`src/design/bcs_pkg.sv`:
```
package bcs_pkg;

    localparam int ChanW    = 3;
    localparam int ByteW    = 8;
    localparam int InDataW  = 8;
    localparam int OutDataW = 24;
    localparam int CfgIdxW  = 3;
    localparam int FifoDepth = 4;

    localparam logic [ByteW-1:0] HoldMax = 8'hFF;

    typedef enum logic [CfgIdxW-1:0] {
        CFG_TOP_CHAN           = 3'd0,
        CFG_FALLBACK_CHAN      = 3'd1,
        CFG_STORED_CHANNEL     = 3'd2,
        CFG_LONG_PRESS_TICKS   = 3'd3,
        CFG_APPLY_DELAY_TICKS  = 3'd4,
        CFG_RELAY_SWITCH_POINT = 3'd5
    } cfg_idx_t;

    typedef struct packed {
        logic [ChanW-1:0] top_chan;
        logic [ChanW-1:0] fallback_chan;
        logic [ByteW-1:0] stored_channel;
        logic [ByteW-1:0] long_press_ticks;
        logic [ByteW-1:0] apply_delay_ticks;
        logic [ByteW-1:0] relay_switch_point;
    } cfg_t;

    // segments in the low bits
    typedef struct packed {
        logic [ChanW-1:0] save_channel;
        logic             save_request;
        logic             refresh;
        logic             mute_led;
        logic [ByteW-1:0] relays;
        logic [ByteW-1:0] segments;
    } result_t;

    localparam int ResultW = $bits(result_t);

    function automatic logic [ByteW-1:0] seg_pattern(input logic [ChanW-1:0] ch);
        logic [ByteW-1:0] pat;
        unique case (ch)
            3'd0: pat = 8'h06;
            3'd1: pat = 8'h5B;
            3'd2: pat = 8'h4F;
            3'd3: pat = 8'h66;
            3'd4: pat = 8'h6D;
            3'd5: pat = 8'h7D;
            3'd6: pat = 8'h07;
            3'd7: pat = 8'h7F;
            default: pat = 8'h00;
        endcase
        return pat;
    endfunction

endpackage

```
`src/design/bcs_core.sv`:
```
module bcs_core (
    input  logic              clk,
    input  logic              rst_n,
    input  logic              step,
    input  logic              level,
    input  bcs_pkg::cfg_t     cfg,
    output bcs_pkg::result_t  result
);
    import bcs_pkg::*;

    logic             started_reg,  started_next;
    logic [ChanW-1:0] channel_reg,  channel_next;
    logic [ByteW-1:0] relay_reg,    relay_next;
    logic             muted_reg,    muted_next;
    logic             last_reg,     last_next;
    logic [ByteW-1:0] hold_reg,     hold_next;
    logic [ByteW-1:0] count_reg,    count_next;

    logic [ChanW:0]   advanced;
    logic [ByteW-1:0] cd_cur;
    logic             refresh;
    logic             save;

    always_comb
    begin
        started_next = started_reg;
        channel_next = channel_reg;
        relay_next   = relay_reg;
        muted_next   = muted_reg;
        last_next    = level;
        hold_next    = hold_reg;
        count_next   = count_reg;
        refresh      = 1'b0;
        save         = 1'b0;
        advanced     = {1'b0, channel_reg} + 1'b1;
        cd_cur       = count_reg;
        if (!started_reg)
        begin
            started_next = 1'b1;
            hold_next    = '0;
            muted_next   = 1'b0;
            if (cfg.stored_channel > {{(ByteW-ChanW){1'b0}}, cfg.top_chan})
                channel_next = cfg.fallback_chan;
            else
                channel_next = cfg.stored_channel[ChanW-1:0];
            relay_next = ByteW'(1) << channel_next;
            refresh    = 1'b1;
        end
        else
        begin
            if (!last_reg && level)
            begin
                if (hold_reg <= cfg.long_press_ticks)
                begin
                    if (advanced > {1'b0, cfg.top_chan})
                        channel_next = '0;
                    else
                        channel_next = advanced[ChanW-1:0];
                    cd_cur  = cfg.apply_delay_ticks;
                    refresh = 1'b1;
                end
                hold_next = '0;
            end
            if (!level)
            begin
                if (hold_reg != HoldMax)
                    hold_next = hold_reg + 1'b1;
                if (hold_next == cfg.long_press_ticks)
                begin
                    muted_next = !muted_reg;
                    refresh    = 1'b1;
                end
            end
            if (cd_cur == cfg.relay_switch_point)
            begin
                relay_next = ByteW'(1) << channel_next;
                muted_next = 1'b0;
                refresh    = 1'b1;
            end
            else if (cd_cur == ByteW'(1))
            begin
                save = 1'b1;
            end
            if (cd_cur != '0)
                count_next = cd_cur - 1'b1;
            else
                count_next = cd_cur;
        end
    end

    always_comb
    begin
        result.segments     = seg_pattern(channel_next);
        result.relays       = muted_next ? '0 : relay_next;
        result.mute_led     = muted_next;
        result.refresh      = refresh;
        result.save_request = save;
        result.save_channel = save ? channel_next : '0;
    end

    always_ff @(posedge clk or negedge rst_n)
    begin
        if (!rst_n)
        begin
            started_reg <= 1'b0;
            channel_reg <= '0;
            relay_reg   <= '0;
            muted_reg   <= 1'b0;
            last_reg    <= 1'b1;
            hold_reg    <= '0;
            count_reg   <= '0;
        end
        else if (step)
        begin
            started_reg <= started_next;
            channel_reg <= channel_next;
            relay_reg   <= relay_next;
            muted_reg   <= muted_next;
            last_reg    <= last_next;
            hold_reg    <= hold_next;
            count_reg   <= count_next;
        end
    end

endmodule

```
`src/design/button_channel_selector_with_mute.sv`:
```
// Button channel selector with mute.
// Input stream s_axis_*: one transfer per 50 ms tick, tdata[0] is the button
// level (0 pressed, 1 released). Output stream m_axis_*: exactly one result
// transfer per input transfer, in order.
// Configuration: cfg_valid/cfg_ready with cfg_index (register number) and
// cfg_data; always ready, write only while the stream is idle.
// Each input is held in the input register, then its result is written into
// a 4-entry result queue; one tick per cycle is accepted while s_axis_tready
// is high. The state update is a single pass from input register to queue.
// s_axis_tready drops only when the queue plus the input register hold four
// items, so a stalled receiver backs up into the sender without loss.
// Reset: state cleared, last level released, configuration registers take
// their defaults (max 5, default 0, stored 0, long press 20, delay 40,
// switch point 30). The first tick after reset loads the channel.
module button_channel_selector_with_mute (
    input  logic                          clk,
    input  logic                          rst_n,
    input  logic                          s_axis_tvalid,
    output logic                          s_axis_tready,
    input  logic [bcs_pkg::InDataW-1:0]   s_axis_tdata,   // [0] button_level
    output logic                          m_axis_tvalid,
    input  logic                          m_axis_tready,
    // [7:0] segments, [15:8] relays, [16] mute_led, [17] refresh,
    // [18] save_request, [21:19] save_channel
    output logic [bcs_pkg::OutDataW-1:0]  m_axis_tdata,
    input  logic                          cfg_valid,
    output logic                          cfg_ready,
    input  logic [bcs_pkg::CfgIdxW-1:0]   cfg_index,
    input  logic [bcs_pkg::ByteW-1:0]     cfg_data
);
    import bcs_pkg::*;

    localparam int PtrW = $clog2(FifoDepth);
    localparam int CntW = PtrW + 1;

    cfg_t    cfg_reg;
    logic    in_valid_reg;
    logic    level_reg;
    result_t result;
    result_t fifo_reg [FifoDepth];
    logic [PtrW-1:0] wr_ptr_reg;
    logic [PtrW-1:0] rd_ptr_reg;
    logic [CntW-1:0] count_reg;
    logic [CntW-1:0] count_next;
    logic in_xfer;
    logic out_xfer;

    assign cfg_ready     = 1'b1;
    assign in_xfer       = s_axis_tvalid && s_axis_tready;
    assign out_xfer      = m_axis_tvalid && m_axis_tready;
    assign s_axis_tready = (count_reg + CntW'(in_valid_reg)) < CntW'(FifoDepth);
    assign m_axis_tvalid = count_reg != '0;
    assign m_axis_tdata  = {{(OutDataW-ResultW){1'b0}}, fifo_reg[rd_ptr_reg]};

    always_ff @(posedge clk or negedge rst_n)
    begin
        if (!rst_n)
        begin
            cfg_reg.top_chan           <= 3'd5;
            cfg_reg.fallback_chan      <= 3'd0;
            cfg_reg.stored_channel     <= 8'd0;
            cfg_reg.long_press_ticks   <= 8'd20;
            cfg_reg.apply_delay_ticks  <= 8'd40;
            cfg_reg.relay_switch_point <= 8'd30;
        end
        else if (cfg_valid && cfg_ready)
        begin
            unique case (cfg_index)
                CFG_TOP_CHAN:           cfg_reg.top_chan           <= cfg_data[ChanW-1:0];
                CFG_FALLBACK_CHAN:      cfg_reg.fallback_chan      <= cfg_data[ChanW-1:0];
                CFG_STORED_CHANNEL:     cfg_reg.stored_channel     <= cfg_data;
                CFG_LONG_PRESS_TICKS:   cfg_reg.long_press_ticks   <= cfg_data;
                CFG_APPLY_DELAY_TICKS:  cfg_reg.apply_delay_ticks  <= cfg_data;
                CFG_RELAY_SWITCH_POINT: cfg_reg.relay_switch_point <= cfg_data;
                default: ;
            endcase
        end
    end

    always_ff @(posedge clk or negedge rst_n)
    begin
        if (!rst_n)
            in_valid_reg <= 1'b0;
        else
            in_valid_reg <= in_xfer;
    end

    always_ff @(posedge clk)
    begin
        if (in_xfer)
            level_reg <= s_axis_tdata[0];
    end

    bcs_core u_core (
        .clk    (clk),
        .rst_n  (rst_n),
        .step   (in_valid_reg),
        .level  (level_reg),
        .cfg    (cfg_reg),
        .result (result)
    );

    always_comb
    begin
        count_next = count_reg;
        if (in_valid_reg && !out_xfer)
            count_next = count_reg + 1'b1;
        else if (!in_valid_reg && out_xfer)
            count_next = count_reg - 1'b1;
    end

    always_ff @(posedge clk or negedge rst_n)
    begin
        if (!rst_n)
        begin
            wr_ptr_reg <= '0;
            rd_ptr_reg <= '0;
            count_reg  <= '0;
        end
        else
        begin
            count_reg <= count_next;
            if (in_valid_reg)
                wr_ptr_reg <= wr_ptr_reg + 1'b1;
            if (out_xfer)
                rd_ptr_reg <= rd_ptr_reg + 1'b1;
        end
    end

    always_ff @(posedge clk)
    begin
        if (in_valid_reg)
            fifo_reg[wr_ptr_reg] <= result;
    end

endmodule

```
`config.mk`:
```
export PLATFORM = sky130hd
export DESIGN_NAME = button_channel_selector_with_mute
export DESIGN_NICKNAME = d
export VERILOG_FILES = /design/src/design/bcs_pkg.sv /design/src/design/bcs_core.sv /design/src/design/button_channel_selector_with_mute.sv
export SDC_FILE = /design/constraint.sdc
export NUM_CORES = 1
export LEC_CHECK = 0
export BUFFER_PORTS_ARGS = -buffer_cell sky130_fd_sc_hd__buf_2
export CAP_MARGIN = 40
export CORE_ASPECT_RATIO = 1.75
export CORE_MARGIN = 2
export CORE_UTILIZATION = 30
export CTS_CLUSTER_DIAMETER = 50
export DETAILED_ROUTE_END_ITERATION = 7
export SYNTH_ARGS = -nofsm -noshare
export SYNTH_HDL_FRONTEND = slang
export SYNTH_SLANG_ARGS = --single-unit
```
`constraint.sdc`:
```
create_clock -name clk -period 3.6 [get_ports clk]
set_clock_uncertainty 0.15 [all_clocks]
set_input_delay 0.18 -clock clk [delete_from_list [all_inputs] [get_ports clk]]
set_output_delay 0.18 -clock clk [all_outputs]
set_load 0.05 [all_outputs]
```
==> flow_summary.yaml, run 1 <==
run_status:
  status: "finished clean"
yosys:
  yosysWarnings: 0
  synth_edf_count: 85
  postSynthCellCount: 694
  async_reset_ff_frac: 0.472
  ys.flop_type: "edfxtp_1"
  yosysUniqueCellTypes: 82
  netlist_area_um2: 8430
  ys_seq_area_frac: 0.530
  ys_ff_latch: 161
  syn_avg_cell_area_um2: 12.2
critical_path:
  critPathCaptureType: "flip-flop"
  cp_max_fo: 7
  crit_family: "adder cells"
  slowest_delay_ps: 450
  critPathKind: "reg2reg"
  rrSetupSlack_ps: 220
  cp.required_ps: 3660
  cp.arrival_ps: 3450
  critPathLaunchType: "flip-flop"
  r2r-start: "u_core.channel_reg[1]$_DFFE_PN0P_"
  timing.rr.end: "fifo_reg[3][3]$_DFFE_PP_"
  worst_path_max_delay_cell: "dfrtp_1"
  crit_path_cell_trace: "ha_1 > ha_1 > a211oi_1 > nor2_1 > nor2_1 > mux2i_1 > nand2_1 > a21boi_2 > ha_1 > mux2i_1"
  cpMostUsedCell: "ha_1"
  reg2reg_depth: 10
  cp_num_buf_inv: 0
layout:
  final_nets: 812
  final_util: 0.357
  final_common_cell: "edfxtp_1"
  area_growth_syn_to_layout_pct: 17.5
  final_layout_size_suffix_gt1_frac: 0.272
  diodes: 0
  largest_reg_flops: 84
  layout_common_cells: "edfxtp_1 (85), dfrtp_1 (65), nand2_1 (59)"
  finalNonFillerCells: 1148
placed_design:
  place_congestion: 0.878
  io_buffers: 39
  place.detailed.hpwl_um: 14000
  dp_cells: 1103
die:
  io_pins: 51
  start_util: 0.304
  core_um2: 27800
  die_w_um: 131
  dieArea_um2: 29500
  dieHeight_um: 226
  row_count: 81
timing:
  post-route-min-period_ps: 3380
  hold_ws_ps: 114
  finalSetupViolCount: 0
  worst_slew_pin_slew_ps: 913
  max_slew_margin: 0.383
  hold_violations: 0
  finalMaxSlewViolations: 0
  fin_crit_sh: 0.940
  rsz0062_at_grt: "no"
  setup_tns_ps: 0
  max_freq_mhz: 296
grt:
  antenna_found_initial: 0
  grt_pass1_wl_um: 31500
  grt_max_degree: 62
  grt-ovfl-total: 0
  grt_usage: 0.139
  first_global_vias: 5772
drt:
  drc: 0
  via_count: 5699
  via_per_inst: 4.96
  dr.pass1.iters: 4
  ant_nets: 0
  drtIter0Drc: 193
  wl_per_cell_um: 16.8
  drt_wl_total_um: 19300
clocking:
  clk_latency_ps: 430
  clock_sinks: 161
  root_buffer: "clkbuf_16"
  cts_setup_buffers: 0
  cts_buffers: 17
  cts_resized: 0
  clk_path_buf_depth: 2
  cts_hold_buf: 13
  cts_tree: "yes"
  cts.clk_slew.worst_paths_ps: 60
  htree_levels: 4
power:
  ir_drop_v: 0.000371
  power_mw: 8.01
  power.leakage_nw: 3.81
  power_density_nw_per_um2: 808
worst_hold_path:
  min_path_cells: 3
  min_delay_worst_endpoint: "cfg_reg[32]$_DFFE_PN0P_"
  min_from: "cfg_index[2]"
  min_path_type: "in2reg"
run:
  max-cap-violations: 0
## per-layer routing
layer	up-vias	global-route usage	part of all wire
li1	2721	-	-
met5	-	0	0
met4	0	0.0549	0.025
met2	113	0.265	0.56
met1	2836	0.151	0.39
met3	29	0.0192	0.022
## worst max-delay path by stage
| stage | cells after the start | to | start |
|---|---|---|---|
| 6_report | 10 | fifo_reg[3][3]$_DFFE_PP_ | u_core.channel_reg[1]$_DFFE_PN0P_ |
| 5_1_grt | 10 | fifo_reg[1][4]$_DFFE_PP_ | cfg_reg[21]$_DFFE_PN0P_ |
| 4_1_cts | 10 | fifo_reg[2][20]$_DFFE_PP_ | cfg_reg[18]$_DFFE_PN1P_ |
| 3_5_place_dp | 10 | fifo_reg[1][20]$_DFFE_PP_ | cfg_reg[18]$_DFFE_PN1P_ |
| 3_3_place_gp | 10 | fifo_reg[0][20]$_DFFE_PP_ | cfg_reg[18]$_DFFE_PN1P_ |
| 2_1_floorplan | 12 | fifo_reg[0][4]$_DFFE_PP_ | u_core.channel_reg[0]$_DFFE_PN0P_ |
## cell type report
type                            instances  area (µm²)
Fill cell                            2755       17900
Clock inverter                         12         145
Timing Repair Buffer                   86         607
Tap cell                              373         467
Sequential cell                       161        4470
Clock buffer                           20         457
Inverter                               26        97.6
Multi-Input combinational cell        470        3670
## cell families (layout without fill, tap and decap cells)
logic type,count (synthesis),in the layout,synth area share
flops,161,161,0.530
buf+inv,65,144,0.0358
fa+ha+maj,26,26,0.0395
other cells,2,4,0.000890
xor+xnor,28,28,0.0291
compound gates,139,139,0.113
mux,76,76,0.128
simple gates,197,197,0.124
## per-stage QoR
step,cell area [µm²],setup WS (ps)
final,9910,218
after global routing,9910,31.7
after CTS,9910,228
after detailed placement,9180,266
after global placement,9140,289
after floorplan,8440,447
## report_power, final
part           total, mW  switching, mW  internal, mW
Clock               1.84          0.764          1.07
Combinational       3.34           2.10          1.23
Sequential          2.84          0.328          2.51
## worst register-to-register path, cell delays in order, from the launching register on
cell and delay [ps]:
dfrtp_1 450, ha_1 410, ha_1 330, a211oi_1 280
nor2_1 110, nor2_1 250, mux2i_1 160, nand2_1 80
a21boi_2 350, ha_1 330, mux2i_1 280
## cell usage after synthesis, drive strengths merged, types with 7 or more instances
cell / count / area share
a22oi: 7 / 0.0062
inv: 25 / 0.011
o211ai: 9 / 0.0080
ha: 25 / 0.037
nand2: 60 / 0.028
xnor2: 22 / 0.023
and2: 7 / 0.0052
nand4: 8 / 0.0074
nand3: 27 / 0.016
buf: 20 / 0.016
nor4: 9 / 0.0067
clkbuf: 19 / 0.0085
mux4: 21 / 0.056
dfrtp: 65 / 0.19
nor3: 10 / 0.0071
dfstp: 11 / 0.034
mux2: 42 / 0.057
edfxtp: 85 / 0.30
nor2: 36 / 0.017
mux2i: 13 / 0.015
a21oi: 32 / 0.023
o21ai: 44 / 0.027
Power figures use the tool's default switching activity.
==> run 2: changes to the inputs <==
PLACE_DENSITY = 0.49   (was not set)
SYNTH_HIERARCHICAL = 1   (was not set)
==> run 2 against run 1 <==
Against the previous run:
- die area up 1.6%
- non-clock buffer count grew 23
- synthesized cell count is 1.2% lower
- critical path depth did not move
- worst setup slack lost 52 ps
- critical path type unchanged
- critical endpoint is now fifo_reg[0][4]$_DFFE_PP_
==> flow_summary.yaml, run 2 <==
run_status:
  status: "finished clean"
critical_path:
  critPathCaptureType: "flip-flop"
  crit_family: "compound AO/OA/AOI/OAI gates"
  cp_num_cells: 10
  cp.required_ps: 3620
  cp_max_fo: 9
  rrSetupSlack_ps: 170
  worst_path_max_delay_cell: "dfstp_2"
  cp_num_buf_inv: 1
  critPathLaunchType: "flip-flop"
  critPathKind: "reg2reg"
  reg2reg_depth: 10
  cp.arrival_ps: 3460
  slowest_delay_ps: 580
  crit_path_cell_trace: "inv_1 > ha_1 > nand4_1 > a21oi_1 > a31oi_1 > nor2_2 > o21ai_0 > a221oi_1 > a21o_1 > mux2_2"
yosys:
  synthAdderAreaFrac: 0.0403
  yosysUniqueCellTypes: 77
  synth_common_cells: "edfxtp_1 (89), dfrtp_1 (65), mux2_2 (46)"
  postSynthCellCount: 686
  synth_xor_area_frac: 0.0244
  synth_compound_area_frac: 0.108
  yosysWarnings: 6
  synth_most_common_cell: "edfxtp_1"
  netlist_area_um2: 8580
  synth_area_leader_cell: "edfxtp_1"
  synth-simple-area-share: 0.119
  ys.flop_type: "edfxtp_1"
  synthMuxAreaShare: 0.136
  ys_seq_area_frac: 0.535
  synth_edf_count: 89
  synth_top_cell_area_share: 0.312
  syn_avg_cell_area_um2: 12.5
  ys_ff_latch: 165
  synth_top_cells_by_area: "edfxtp_1 (31%), dfrtp_1 (19%), mux2_2 (6.0%), mux4_2 (5.8%), ha_1 (3.8%)"
  synth_top_family_by_area: "multiplexers"
  async_reset_ff_frac: 0.461
grt:
  first_global_vias: 6241
  antenna_found_initial: 0
  grt_pass1_wl_um: 34200
  grt_usage: 0.150
  grt_max_degree: 52
  grt-ovfl-total: 0
placed_design:
  io_buffers: 40
  place_congestion: 0.832
  postPlaceCellArea_um2: 9500
  dp_cells: 1121
  place.detailed.hpwl_um: 16000
  dp_slack_ps: 59.2
drt:
  drc: 0
  dr.pass1.iters: 4
  drtIter0Drc: 305
  via_per_inst: 5.07
  ant_nets: 0
  drt_wl_total_um: 21500
  wl_per_cell_um: 18.5
  via_count: 5913
layout:
  final_nets: 831
  post-route-cell-area_um2: 10200
  final_layout_size_suffix_gt1_frac: 0.289
  final_util: 0.363
  layout_common_cells: "edfxtp_1 (89), dfrtp_1 (65), buf_4 (56)"
  final_common_cell: "edfxtp_1"
  area_growth_syn_to_layout_pct: 18.8
  largest_reg_flops: 88
  diodes: 0
  finalNonFillerCells: 1166
die:
  row_count: 81
  dieArea_um2: 30000
  die_w_um: 132
  io_pins: 51
  dieHeight_um: 228
  core_um2: 28100
  start_util: 0.306
timing:
  finalSetupViolCount: 0
  max_freq_mhz: 291
  hold_violations: 0
  fin_crit_sh: 0.954
  setup_tns_ps: 0
  hold_ws_ps: 64.6
  max_slew_margin: 0.563
  fin_ws_ps: 166
  rsz0062_at_grt: "no"
  worst_slew_pin_slew_ps: 637
  post-route-min-period_ps: 3430
  finalMaxSlewViolations: 0
clocking:
  clk_path_buf_depth: 2
  htree_levels: 4
  cts_tree: "yes"
  root_buffer: "clkbuf_16"
  cts_buffers: 17
  clock_sinks: 165
  cts.clk_slew.worst_paths_ps: 60
  cts_setup_buffers: 0
  clk_latency_ps: 440
worst_hold_path:
  min_path_cells: 3
  min_path_type: "in2reg"
power:
  power_mw: 8.40
  power.leakage_nw: 3.91
  ir_drop_v: 0.000386
  power_density_nw_per_um2: 824
run:
  max-cap-violations: 0
run 2: changes by cell type after synthesis, sizes merged, moves of 7 or more:
cell    previous run  this run
clkbuf            19        12
nand2             60        33
xnor2             22        13
a21oi             32        24
nor3              10        20
o21ai             44        36
run 2: worst paths after layout:
path                                                 start                              end
setup / recovery                   cfg_reg[18]$_DFFE_PN1P_         fifo_reg[0][4]$_DFFE_PP_
hold / removal                                cfg_index[2]          cfg_reg[36]$_DFFE_PN0P_
setup reg to reg                   cfg_reg[18]$_DFFE_PN1P_         fifo_reg[0][4]$_DFFE_PP_
hold reg to reg            u_core/relay_reg[0]$_DFFE_PN0P_  u_core/relay_reg[0]$_DFFE_PN0P_
max in group asynchronous                            rst_n        rd_ptr_reg[1]$_DFFE_PN0P_
min in group asynchronous                            rst_n      u_core/last_reg$_DFFE_PN1P_
run 2: where the power goes:
group          switching, mW  internal, mW
registers              0.303          2.60
clock network          0.750         0.950
logic                   2.36          1.43
total                   3.41          4.98
run 2: final cells by class:
cell class	count	area, µm²
Fill cell	2808	17900
Tap cell	373	467
Multi-Input combinational cell	458	3710
Clock buffer	20	437
Inverter	29	109
Clock inverter	12	105
Timing Repair Buffer	109	773
Sequential cell	165	4590
run 2: cell families after synthesis:
logic type | Yosys count
AOI/OAI and AO/OA | 138
xor gates and xnor gates | 23
adders and majority gates | 27
buffers and inverters | 64
DFF | 165
muxes | 83
other | 3
and+or+nand+nor | 183
run 2: worst reg2reg max path, cell delays in order, from the launching register on:
cell	delay, ps
dfstp_2	580
inv_1	60
ha_1	290
nand4_1	120
a21oi_1	220
a31oi_1	140
nor2_2	400
o21ai_0	160
a221oi_1	270
a21o_1	360
mux2_2	420
run 2: routing by layer:
layer  track usage  share of wire  vias to the layer above
met4        0.0764          0.034                        0
met5             0              0                        -
li1              -              -                     2806
met3        0.0279          0.020                       37
met1         0.149           0.38                     2963
met2         0.294           0.56                      107
run 2: what timing repair did:
action | in CTS | in global routing
hold endpoints to repair | 118 | 0
gates resized for setup | 0 | 8
setup endpoints to repair | 0 | 40
hold buffers | 13 | 0
==> run 3: changes to the inputs <==
CORE_ASPECT_RATIO = 1.4   (was 1.75)
REMOVE_ABC_BUFFERS = 1   (was not set)
==> run 3 against run 2 <==
Against the previous run:
- sequential power is 1% higher
- die area is 0.11% lower
- cell count stayed put
- hold slack worse by 38 ps
- largest power group unchanged
- clock power is 16% higher
- critical path type unchanged
==> flow_summary.yaml, run 3 (synthesis gave the netlist of run 2 again) <==
power:
  p_seq_frac: 0.340
  power_density_nw_per_um2: 842
  power.leakage_nw: 3.95
  p_comb_frac: 0.432
  internal_power_mw: 5.15
  p_sw_mw: 3.49
  pwr-share-clk: 0.228
  swShare: 0.404
  ir_drop_v: 0.000402
die:
  row_count: 73
  dieHeight_um: 204
  core_um2: 28300
  io_pins: 51
  dieArea_um2: 30000
  die_w_um: 147
  start_util: 0.303
drt:
  drtIter0Drc: 401
  wl_per_cell_um: 17.9
  via_count: 5947
  drc: 0
  via_per_inst: 5.10
  drt_wl_total_um: 20800
  ant_nets: 0
  dr.pass1.iters: 5
grt:
  grt_max_degree: 41
  antenna_found_initial: 0
  grt_usage: 0.144
  first_global_vias: 6008
  grt-ovfl-total: 0
  grt_pass1_wl_um: 33500
run:
  max-cap-violations: 0
layout:
  fillers: 2813
  diodes: 0
  final_common_cell: "edfxtp_1"
  final_util: 0.362
  largest_reg_flops: 88
  post-route-cell-area_um2: 10300
  register_area_um2: 4590
  final_layout_size_suffix_gt1_frac: 0.292
  area_growth_syn_to_layout_pct: 19.7
  final_nets: 829
  multiInputGateArea_um2: 3710
  finalNonFillerCells: 1166
  layout_common_cells: "edfxtp_1 (89), dfrtp_1 (65), buf_4 (56)"
placed_design:
  io_buffers: 40
  place.detailed.hpwl_um: 15100
  place_congestion: 0.809
  postPlaceCellArea_um2: 9490
  dp_cells: 1122
critical_path:
  crit_family: "compound AO/OA/AOI/OAI gates"
  worst_path_max_delay_cell: "dfstp_2"
  slowest_delay_ps: 570
  reg2reg_depth: 11
  cp.arrival_ps: 3420
  critPathKind: "reg2reg"
  crit_path_cell_trace: "inv_1 > ha_1 > and4_1 > a21oi_1 > a31oi_2 > nor2_2 > buf_4 > o21ai_0 > a221oi_1 > a21o_1 > mux2_2"
  cp.required_ps: 3610
  critPathLaunchType: "flip-flop"
  cp_max_fo: 6
  cp_num_buf_inv: 2
  cp_num_cells: 11
  critPathCaptureType: "flip-flop"
worst_hold_path:
  min_path_type: "in2reg"
  min_path_cells: 2
clocking:
  cts.clk_slew.worst_paths_ps: 70
  cts_tree: "yes"
  cts_buffers: 17
  htree_levels: 4
  root_buffer: "clkbuf_16"
  clk_path_buf_depth: 2
  clock_sinks: 165
  clk_latency_ps: 430
timing:
  fin_crit_sh: 0.948
  post-route-min-period_ps: 3410
  worst_slew_pin_slew_ps: 859
  finalSetupViolCount: 0
  hold_violations: 0
  max_slew_margin: 0.421
  finalMaxSlewViolations: 0
  max_freq_mhz: 293
run_status:
  status: "finished clean"
-- run 3: cell type report --
class	count	area share
Timing Repair Buffer	107	0.0734
Sequential cell	165	0.447
Clock inverter	15	0.0204
Multi-Input combinational cell	458	0.361
Tap cell	375	0.0457
Inverter	29	0.0106
Clock buffer	17	0.0414
-- run 3: per-stage QoR --
step | TNS, ps | power, mW | hold WS (ps) | setup slack, ps
floorplan | 0 | 5.48 | -266 | 219
global placement | 0 | 6.67 | 210 | 80.0
detailed placement | 0 | 6.70 | 33.3 | 81.8
CTS | 0 | 8.71 | 4.98 | 71.7
global route | -1.48 | 9.21 | 13.7 | -1.48
finish | 0 | 8.64 | 26.8 | 188
-- run 3: layer usage --
metal / vias up / part of all wire / global-route usage
li1: 2809 / - / -
met1: 2989 / 0.43 / 0.170
met2: 116 / 0.52 / 0.263
met3: 33 / 0.025 / 0.0214
met4: 0 / 0.023 / 0.0539
met5: - / 0 / 0
-- run 3: worst reg2reg max path, cell delays in order (launching register included) --
cell      delay (ps)
dfstp_2          570
inv_1             50
ha_1             300
and4_1           190
a21oi_1          260
a31oi_2          140
nor2_2           210
buf_4            190
o21ai_0           90
a221oi_1         260
a21o_1           320
mux2_2           420
-- run 3: final timing paths --
check	start	end	slack (ps)
hold reg to reg	u_core/relay_reg[0]$_DFFE_PN0P_	u_core/relay_reg[0]$_DFFE_PN0P_	320
setup / recovery	cfg_reg[20]$_DFFE_PN1P_	fifo_reg[2][4]$_DFFE_PP_	190
setup reg to reg	cfg_reg[20]$_DFFE_PN1P_	fifo_reg[2][4]$_DFFE_PP_	190
min in group asynchronous	rst_n	cfg_reg[22]$_DFFE_PN0P_	110
max in group asynchronous	rst_n	u_core/last_reg$_DFFE_PN1P_	2540
hold / removal	cfg_data[2]	cfg_reg[2]$_DFFE_PN1P_	30
-- run 3: what timing repair did --
action	4_1_cts	5_1_grt
setup buffers	0	1
hold buffers	11	0
endpoints found under the setup margin	0	45
resized for setup	0	5
hold endpoints to repair	110	0
-- run 3: power by group through the flow --
stage	registers (mW)	logic, mW	clock network (mW)
final	2.94	3.73	1.97
after global routing	3.01	4.10	2.11
after CTS	2.95	3.73	2.03
after detailed placement	2.98	3.72	0
after global placement	2.97	3.70	0
after floorplan	2.98	2.50	0
